$ cat src/hw/rtl/dcbm_pkg.sv
// Package for the dark channel box mean unit.
// Holds the sizing constants, the queue item type and the engine state type.
// No dependencies.
package dcbm_pkg;

  localparam int unsigned MaxWidth  = 1024;
  localparam int unsigned MaxHeight = 4096;
  localparam int unsigned MaxRadius = 15;

  // Ring buffer of dark values; it covers the reach of a window behind and
  // ahead of the result position at the largest radius and width.
  localparam int unsigned StoreAw    = 15;
  localparam int unsigned StoreDepth = 1 << StoreAw;

  localparam int unsigned RadW   = 4;
  localparam int unsigned WidthW = 11;
  localparam int unsigned HeightW = 13;
  localparam int unsigned ColW   = 10;
  localparam int unsigned RowW   = 12;
  localparam int unsigned PendW  = 16;
  localparam int unsigned SumW   = 18;
  localparam int unsigned CntW   = 10;
  localparam int unsigned CfgW   = 13;

  localparam logic [1:0] CfgRadius = 2'd0;
  localparam logic [1:0] CfgWidth  = 2'd1;
  localparam logic [1:0] CfgHeight = 2'd2;

  typedef struct packed {
    logic       drain;
    logic [7:0] dark;
  } dcbm_item_t;

  typedef enum logic [2:0] {
    StIdle,
    StReady,
    StSetup,
    StSum,
    StFlush,
    StDiv,
    StDone
  } dcbm_state_e;

endpackage

$ cat src/hw/rtl/dcbm_fifo.sv
// Short queue between the front end and the window engine.
// Depends on dcbm_pkg.
module dcbm_fifo (
  input  logic                 clk_i,
  input  logic                 rst_ni,
  input  logic                 push_i,
  input  dcbm_pkg::dcbm_item_t push_item_i,
  output logic                 full_o,
  input  logic                 pop_i,
  output logic                 valid_o,
  output dcbm_pkg::dcbm_item_t pop_item_o
);
  import dcbm_pkg::*;

  dcbm_item_t  mem_q [4];
  logic [1:0]  wptr_q, wptr_d, rptr_q, rptr_d;
  logic [2:0]  cnt_q, cnt_d;

  assign full_o     = (cnt_q == 3'd4);
  assign valid_o    = (cnt_q != 3'd0);
  assign pop_item_o = mem_q[rptr_q];

  always_comb begin
    wptr_d = push_i ? wptr_q + 2'd1 : wptr_q;
    rptr_d = pop_i ? rptr_q + 2'd1 : rptr_q;
    cnt_d  = cnt_q + {2'd0, push_i} - {2'd0, pop_i};
  end

  always_ff @(posedge clk_i or negedge rst_ni) begin
    if (!rst_ni) begin
      wptr_q <= '0;
      rptr_q <= '0;
      cnt_q  <= '0;
    end else begin
      wptr_q <= wptr_d;
      rptr_q <= rptr_d;
      cnt_q  <= cnt_d;
    end
  end

  always_ff @(posedge clk_i) begin
    if (push_i) begin
      mem_q[wptr_q] <= push_item_i;
    end
  end

endmodule

$ cat config.mk
export PLATFORM = sky130hd
export DESIGN_NAME = dcbm_fifo
export DESIGN_NICKNAME = d
export VERILOG_FILES = /design/src/hw/rtl/dcbm_pkg.sv /design/src/hw/rtl/dcbm_fifo.sv
export SDC_FILE = /design/constraint.sdc
export NUM_CORES = 1
export LEC_CHECK = 0
export ABC_AREA = 1
export BUFFER_PORTS_ARGS = -buffer_cell sky130_fd_sc_hd__buf_4
export CORE_MARGIN = 1
export CORE_UTILIZATION = 35
export DETAILED_ROUTE_END_ITERATION = 8
export HOLD_SLACK_MARGIN = 0.02
export REMOVE_ABC_BUFFERS = 1
export SYNTH_ARGS = -nofsm -noshare
export SYNTH_HDL_FRONTEND = slang
export SYNTH_SLANG_ARGS = --single-unit
$ cat constraint.sdc
create_clock -name clk_i -period 1.8 [get_ports clk_i]
set_input_delay 0.18 -clock clk_i [delete_from_list [all_inputs] [get_ports clk_i]]
set_output_delay 0.18 -clock clk_i [all_outputs]
set_load 0.01 [all_outputs]
==> out/qor.yml <==
fp.dieW_um: 76.08
antenna_found_initial: 0
hold_start: "pop_i"
setup_viol_count_final: 0
p_per_area_nw_per_um2: 1532
num-fill-cells: 512
grt_max_degree: 19
critPathLaunch: "rptr_q[0]"
cts.sinks: 43
syn2layout_area_growth_pct: 19.22
final_hold_viol_count: 0
pwr-share-seq_pct: 40.9
finalPower_mw: 3.507
gp_congestion: 0.7076
cts_resized: 0
n_antenna_cell: 0
overflow: 0
synth_simple_gate_area_share_pct: 16.35
cts_buffers: 5
cts_tree: "yes"
clock_skew_ns: 0.005031
hold_class: "input port to flop"
max_clock_freq_ghz: 0.6488
fin_crit_sh_pct: 85.62
finalWirelength_mm: 3.223
cts_max_path_buffers: 2
irDropWorstVdd_mv: 0.9200
period_needed_ns: 1.541
clk_pin_slew_ns: 0.08
power.leakage_nw: 1.126
cts_root_buf: "clkbuf_8"
drive_gt1_share_pct: 16.67
grt_pass1_wl_mm: 5.568
first_global_vias: 1248
final_cell_mix: "nand2_1 (56), inv_1 (48), edfxtp_1 (36)"
worstRegToRegCells: 8
fin_tns_setup_ns: 0
whs_endpoint: "rptr_q[0]"
placed_cells: 277
die_h_um: 76.08
synthAdderAreaFrac_pct: 4.951
p_switching_mw: 1.221
synth-warning-count: 0
drt_iter0_drc: 30
synth_cell_types: 15
holdWs_ns: 0.07009
min_path_cells: 2
relSlewSlack_pct: 69.59
synth.area.mux_share_pct: 0
swShare_pct: 34.81
die-area_sq_um: 5787
drc: 0
reg2reg_from: "cnt_q[0]"
final_area_sq_um: 2290
synthCells: 186
ff2ff_setup_slack_ns: 0.29
htree_levels: 2
cp.required_ns: 1.62
cap_violations: 0
track_usage_pct: 12.62
synth_top_family_by_area: "simple AND/OR/NAND/NOR gates"
cp.arrival_ns: 1.36
synthXorXnorAreaFrac_pct: 1.368
critical_path_class: "flop to output port"
fin_cells: 286
crit_path_end_kind: "output port"
syn_area_sq_um: 1921
io_pins: 24
worstMarginPinSlew_ns: 0.4557
core_sq_um: 5205
nNetsFinal: 235
portBuffers: 23
dr.pass1.iters: 4
syn_avg_cell_area_sq_um: 10.33
cp_max_fo: 18
clk_latency_ns: 0.29
p_comb_share_pct: 38.0
r2r-end: "cnt_q[2]"
cts_setup_buffers: 0
mostFrequentLayoutCell: "nand2_1"
p_int_mw: 2.286
start_kind: "flop"
start_util_pct: 36.90
num_vias: 1202
dp_hpwl_mm: 2.205
ys_seq_area_share_pct: 65.41
synth_compound_area_share_pct: 0.2606
via_per_inst: 4.203
rsz0062_at_grt: "false"
final-max-slew-violation-count: 0
placed_cell_area_sq_um: 2167
drt-wirelength-per-cell_um: 11.27
ant_nets: 0
outcome: "finished, final reports clean"
row_count: 26
synth_seq_cells: 43
power_frac_clock_pct: 21.1
## per-layer routing
layer | GRT usage (%) | vias to the layer above | routed length, um
li1 | - | 623 | -
met3 | 4.431 | 7 | 149
met2 | 21.64 | 25 | 1633
met1 | 13.92 | 547 | 1379
met4 | 6.154 | 0 | 61
met5 | 0 | - | 0
## power by group through the flow
stage          clock (mW)  sequential [mW]  combinational, mW
3_5_place_dp            0             1.46               1.36
3_3_place_gp            0             1.46               1.33
4_1_cts             0.757             1.44               1.37
5_1_grt             0.793             1.46               1.54
2_1_floorplan           0             1.48              0.745
6_report            0.741             1.43               1.33
## through the flow
stage          util (%)  setup slack [ns]
6_report          43.99            0.2588
5_1_grt           43.99            0.1167
4_1_cts           43.99            0.2440
3_5_place_dp      41.63            0.3019
3_3_place_gp      41.63            0.3328
2_1_floorplan         -            0.3586
## worst max path at each step
stage / slack, ns / endpoint
finish: 0.26 / pop_item_o[7]
CTS: 0.24 / pop_item_o[7]
detailed placement: 0.30 / cnt_q[2]
floorplan: 0.36 / cnt_q[2]
global route: 0.12 / pop_item_o[3]
global placement: 0.33 / cnt_q[2]
## cells by family after synthesis
kind of cell	count (synthesis)
AO/OA/AOI/OAI	1
XOR/XNOR	3
adder cells (fa/ha/maj)	7
buffers and inverters	55
flip-flops	43
AND/OR/NAND/NOR	77
## Yosys cell counts, drive strengths merged
cell | count | area, sq um
buf | 4 | 31.27
nand2 | 56 | 210.2
nor2 | 1 | 3.750
inv | 50 | 187.7
dfrtp | 7 | 175.2
clkbuf | 1 | 5.000
edfxtp | 36 | 1081
ha | 6 | 75.07
fa | 1 | 20.02
nand3 | 20 | 100.1
xor2 | 3 | 26.28
o21ai | 1 | 5.000
## state kept, by name, indices dropped and copies added, names as in the netlist
signal	cells
cnt_q	3
mem_q	36
rptr_q	2
wptr_q	2
## critical path, cell delays in order, from the launching register on
cell     delay, ns
dfrtp_1       0.41
inv_2         0.26
nand2_1       0.11
nand3_1       0.08
nand2_1       0.07
buf_4         0.14
## layout make-up
class / count / area [sq um] / area share, %
Multi-Input combinational cell: 88 / 440.4 / 19.23
Clock inverter: 3 / 43.79 / 1.913
Sequential cell: 43 / 1256 / 54.86
Timing Repair Buffer: 27 / 205.2 / 8.962
Inverter: 50 / 187.7 / 8.197
Clock buffer: 5 / 68.82 / 3.005
Tap cell: 70 / 87.58 / 3.825
## timing repair
| action | 4_1_cts | 5_1_grt |
|---|---|---|
| hold endpoints to repair | 7 | 0 |
| hold buffers | 1 | 0 |
| endpoints found under the setup margin | 0 | 0 |
Note: power is estimated with default switching activity, not from simulation.
