### src/hw/rtl/dcbm_pkg.sv
// Package for the dark channel box mean unit.
// Holds the sizing constants, the queue item type and the engine state type.
// No dependencies.
package dcbm_pkg;

  localparam int unsigned MaxWidth  = 1024;
  localparam int unsigned MaxHeight = 4096;
  localparam int unsigned MaxRadius = 15;

  // Ring buffer of dark values; it covers the reach of a window behind and
  // ahead of the result position at the largest radius and width.
  localparam int unsigned StoreAw    = 15;
  localparam int unsigned StoreDepth = 1 << StoreAw;

  localparam int unsigned RadW   = 4;
  localparam int unsigned WidthW = 11;
  localparam int unsigned HeightW = 13;
  localparam int unsigned ColW   = 10;
  localparam int unsigned RowW   = 12;
  localparam int unsigned PendW  = 16;
  localparam int unsigned SumW   = 18;
  localparam int unsigned CntW   = 10;
  localparam int unsigned CfgW   = 13;

  localparam logic [1:0] CfgRadius = 2'd0;
  localparam logic [1:0] CfgWidth  = 2'd1;
  localparam logic [1:0] CfgHeight = 2'd2;

  typedef struct packed {
    logic       drain;
    logic [7:0] dark;
  } dcbm_item_t;

  typedef enum logic [2:0] {
    StIdle,
    StReady,
    StSetup,
    StSum,
    StFlush,
    StDiv,
    StDone
  } dcbm_state_e;

endpackage

### src/hw/rtl/dcbm_front.sv
// Front end: accepts stream transactions and forms the dark value.
// Depends on dcbm_pkg.
module dcbm_front (
  input  logic                s_axis_tvalid,
  output logic                s_axis_tready,
  input  logic [23:0]         s_axis_tdata,  // red, green, blue
  input  logic                s_axis_tuser,  // mode: drain step when high
  output logic                push_o,
  output dcbm_pkg::dcbm_item_t item_o,
  input  logic                full_i
);
  import dcbm_pkg::*;

  logic [7:0] red, green, blue, rg_min;

  assign red    = s_axis_tdata[7:0];
  assign green  = s_axis_tdata[15:8];
  assign blue   = s_axis_tdata[23:16];
  assign rg_min = (red < green) ? red : green;

  assign s_axis_tready = !full_i;
  assign push_o        = s_axis_tvalid && !full_i;
  assign item_o.drain  = s_axis_tuser;
  assign item_o.dark   = (blue < rg_min) ? blue : rg_min;

endmodule

### config.mk
export PLATFORM = sky130hd
export DESIGN_NAME = dcbm_front
export DESIGN_NICKNAME = d
export VERILOG_FILES = /design/src/hw/rtl/dcbm_pkg.sv /design/src/hw/rtl/dcbm_front.sv
export SDC_FILE = /design/constraint.sdc
export NUM_CORES = 1
export LEC_CHECK = 0
export ABC_CLOCK_PERIOD_IN_PS = 3500
export BUFFER_PORTS_ARGS = -buffer_cell sky130_fd_sc_hd__buf_2
export CORE_UTILIZATION = 41
export DETAILED_ROUTE_END_ITERATION = 8
export MAX_ROUTING_LAYER = met4
export PLACE_DENSITY_LB_ADDON = 0.2
export SYNTH_ARGS = -nofsm -noshare
export SYNTH_HDL_FRONTEND = slang
export SYNTH_SLANG_ARGS = --single-unit
### constraint.sdc
create_clock -name vclk -period 3.5
set_clock_uncertainty 0.05 [all_clocks]
set_input_delay 0.525 -clock vclk [all_inputs]
set_output_delay 0.525 -clock vclk [all_outputs]
set_load 0.02 [all_outputs]
==> impl_metrics.yaml, run 1 <==
yosys:
  synthCells: 75
  synth.top_cell.area_share: 0.291
  ys_seq_area_frac: 0
  syn-num-nets: 116
  avgSynthCellArea_um2: 8.02
  synth_top_cell_by_area: "ha_1"
  synth_cell_types: 21
  ys_top_cells_by_area: "ha_1, mux2i_1, inv_1"
  yosysWarnings: 0
  syn_area_um2: 602
place:
  pre_cts_ws_ps: -521
  io_buffers: 36
  place.gp.congestion: 0.744
  dpl.hpwl_mm: 1.48
floorplanning:
  start_util: 0.451
  num_io_pins: 38
  die_x_um: 40.3
  fp.dieH_um: 40.3
  placementRows: 13
clocking:
  cts_setup_buffers: 5
  cts_resized: 53
  postCtsHoldBufs: 0
run_status:
  stop_error: "[ERROR DPL-0038] Utilization greater than 100%, impossible to legalize"
  status: "aborted with a tool error"
  lastStage: "4_1_cts"
[metrics by stage]
stage	area [um2]	setup TNS (ps)	util	std cells
floorplan	777	-672	-	75
global placement	1130	-2810	0.845	146
detailed placement	1130	-3840	0.845	146
[synth_stat cells, drive strengths merged]
cell type	number
a2111oi	1
a211o	1
a21oi	7
buf	3
ha	14
inv	16
mux2i	14
nand2	1
nand2b	3
nand3	1
nand4	2
nor2	2
nor2b	2
nor4	1
o21a	2
o21ai	2
o21bai	1
o311a	1
o31ai	1
[kinds of logic after synthesis]
logic type,Yosys count,synth area share
buf+inv,19,0.150
fa+ha+maj,14,0.291
simple gates,12,0.110
compound gates,16,0.216
mux,14,0.233
==> inputs of run 2 (changes only) <==
Settings changed: ABC_CLOCK_PERIOD_IN_PS 3500 to 4500, CORE_AREA from default to 2 2 63 65, CORE_UTILIZATION 41 to default, DIE_AREA from default to 0 0 65 67, MAX_ROUTING_LAYER met4 to default, PLACE_DENSITY_LB_ADDON 0.2 to 0.15.
Clock period 3.5 ns to 4.5 ns, I/O delays scaled along.
==> run 2 against run 1 <==
The flow now finishes without violations. Synthesized area unchanged. Synthesized cell count unchanged.
==> impl_metrics.yaml, run 2 <==
run_status:
  status: "completed"
yosys:
  ys_seq_area_frac: 0
  synth_cell_types: 21
  synth_most_common_cell: "inv_1"
  synthCells: 75
  avgSynthCellArea_um2: 8.02
  yosysWarnings: 0
  synth_top_cell_by_area: "ha_1"
  yosys-top-cells-count: "inv_1, ha_1, mux2i_1"
  syn-num-nets: 116
  synth.top_cell.area_share: 0.291
  ys_top_cells_by_area: "ha_1, mux2i_1, inv_1"
  syn_area_um2: 602
floorplanning:
  die_area_um2: 4360
  start_util: 0.167
  fp.dieH_um: 67
  num_io_pins: 38
  fp.coreArea_um2: 3610
  die_x_um: 65
  placementRows: 22
route:
  final_antenna_net_count: 0
  routedWlPerCell_um: 9.77
  vias_per_cell: 3.85
  highest_layer: "met3"
  met2_length_um: 768
  routed_wl_mm: 1.61
  dr.pass1.iters: 4
  route.detailed.drc: 0
  wl_met1_um: 766
  dr.first_iter.drc_count: 2
  met3_length_um: 77
  vias: 635
finish:
  final_common_cell: "buf_2"
  multi_input_area_um2: 522
  mostFrequentLayoutCells: "buf_2, inv_1, mux2i_1, ha_1, buf_4"
  area_delta_synth_final_pct: 47.8
  finalInstanceArea_um2: 890
  seq_cell_count: 0
  clockBufferCount: 0
  fillCellCount: 419
  seq_area_um2: 0
  drive_gt1_frac: 0.419
  antenna_cells: 0
  final_nets: 160
grt:
  grt_pass1_wl_mm: 2.37
  antenna_found_initial: 0
  track_usage: 0.0682
  grt_pass1_vias: 546
  grt_max_degree: 9
  grt_overflow: 0
power:
  p_leak_nw: 0.507
  vdd_drop_max_v: 0.0000284
  p_per_area_nw_per_um2: 158
  power.total_mw: 0.141
worst_setup_path:
  crit_family: "compound AO/OA/AOI/OAI gates"
  critical_path_class: "in2out"
  path_depth: 14
  crit_path_start_kind: "input port"
  path_cells: "buf_2 -> inv_1 -> ha_1 -> o21a_1 -> nor2_1 -> o31ai_4 -> mux2i_1 -> ha_1 -> a21oi_1 -> o21ai_0 -> nand2b_1 -> o311a_2 -> mux2i_1 -> buf_2"
  endpoint_kind: "output port"
  cp_max_fo: 7
  path_buf_inv: 3
  crit_required_ps: 3770
  critPathArrivalTime_ps: 3530
  critPathSlowestCell: "o311a_2"
  crit_path_max_incr_delay_ps: 460
timing:
  min_period_ps: 4250
  fmax_mhz: 235
  final_max_slew_viol_count: 0
  fin_crit_sh: 0.945
  slew_headroom: 0.785
  finalHoldViolCount: 0
  rsz0062_at_grt: "no"
  worst_pin_slew_ps: 320
  setup_tns_ps: 0
  setup_viol: 0
place:
  place_area_um2: 850
  place.gp.congestion: 0.631
  dpl.hpwl_mm: 1.51
  io_buffers: 36
job:
  maxCapViolCount: 0
clocking:
  postCtsHoldBufs: 0
worst_hold_path:
  hold_depth: 0
  hp-class: "in2out"
==> run 2: cells by family after synthesis <==
| group | synth area share |
|---|---|
| adders and majority gates | 0.291 |
| buffers and inverters | 0.150 |
| muxes | 0.233 |
| AOI/OAI and AO/OA | 0.216 |
| and+or+nand+nor | 0.110 |
==> run 2: stage by stage <==
| stage | instances | setup slack (ps) | hold slack, ps | util |
|---|---|---|---|---|
| after detailed placement | 161 | -438 | 1300 | 0.236 |
| after floorplan | 75 | 508 | 1380 | - |
| after global routing | 165 | 12.6 | 1300 | 0.247 |
| final | 165 | 249 | 1300 | 0.247 |
| after global placement | 161 | -340 | 1300 | 0.236 |
| after CTS | 162 | 7.39 | 1300 | 0.240 |
==> run 2: path summary, 6_finish.rpt <==
kind | from | end
worst max-delay path | s_axis_tdata[11] | item_o[2]
worst min-delay path | s_axis_tuser | item_o[8]
==> run 2: power by group <==
part / internal, mW / switching (mW) / total (mW)
sequential: 0 / 0 / 0
combinational: 0.0650 / 0.0758 / 0.141
clock: 0 / 0 / 0
total: 0.0650 / 0.0758 / 0.141
==> run 2: metal layers <==
metal  global-route usage  up-vias
met1               0.0990      268
met5                    0        -
met4                    0        0
met2                0.117       18
li1                     -      349
met3              0.00338        0
==> run 2: repair_timing <==
item / 4_1_cts / 5_1_grt
endpoints found under the setup margin: 7 / 7
pin swaps: 1 / 1
hold endpoints to repair: 0 / 0
resized for setup: 2 / 0
setup buffers: 1 / 3
==> run 2: final cells by class <==
cell class                      count  area share
Inverter                           16      0.0675
Timing Repair Buffer               45       0.278
Multi-Input combinational cell     56       0.586
Tap cell                           48      0.0675
No activity file was read; power rests on OpenSTA's default activity.
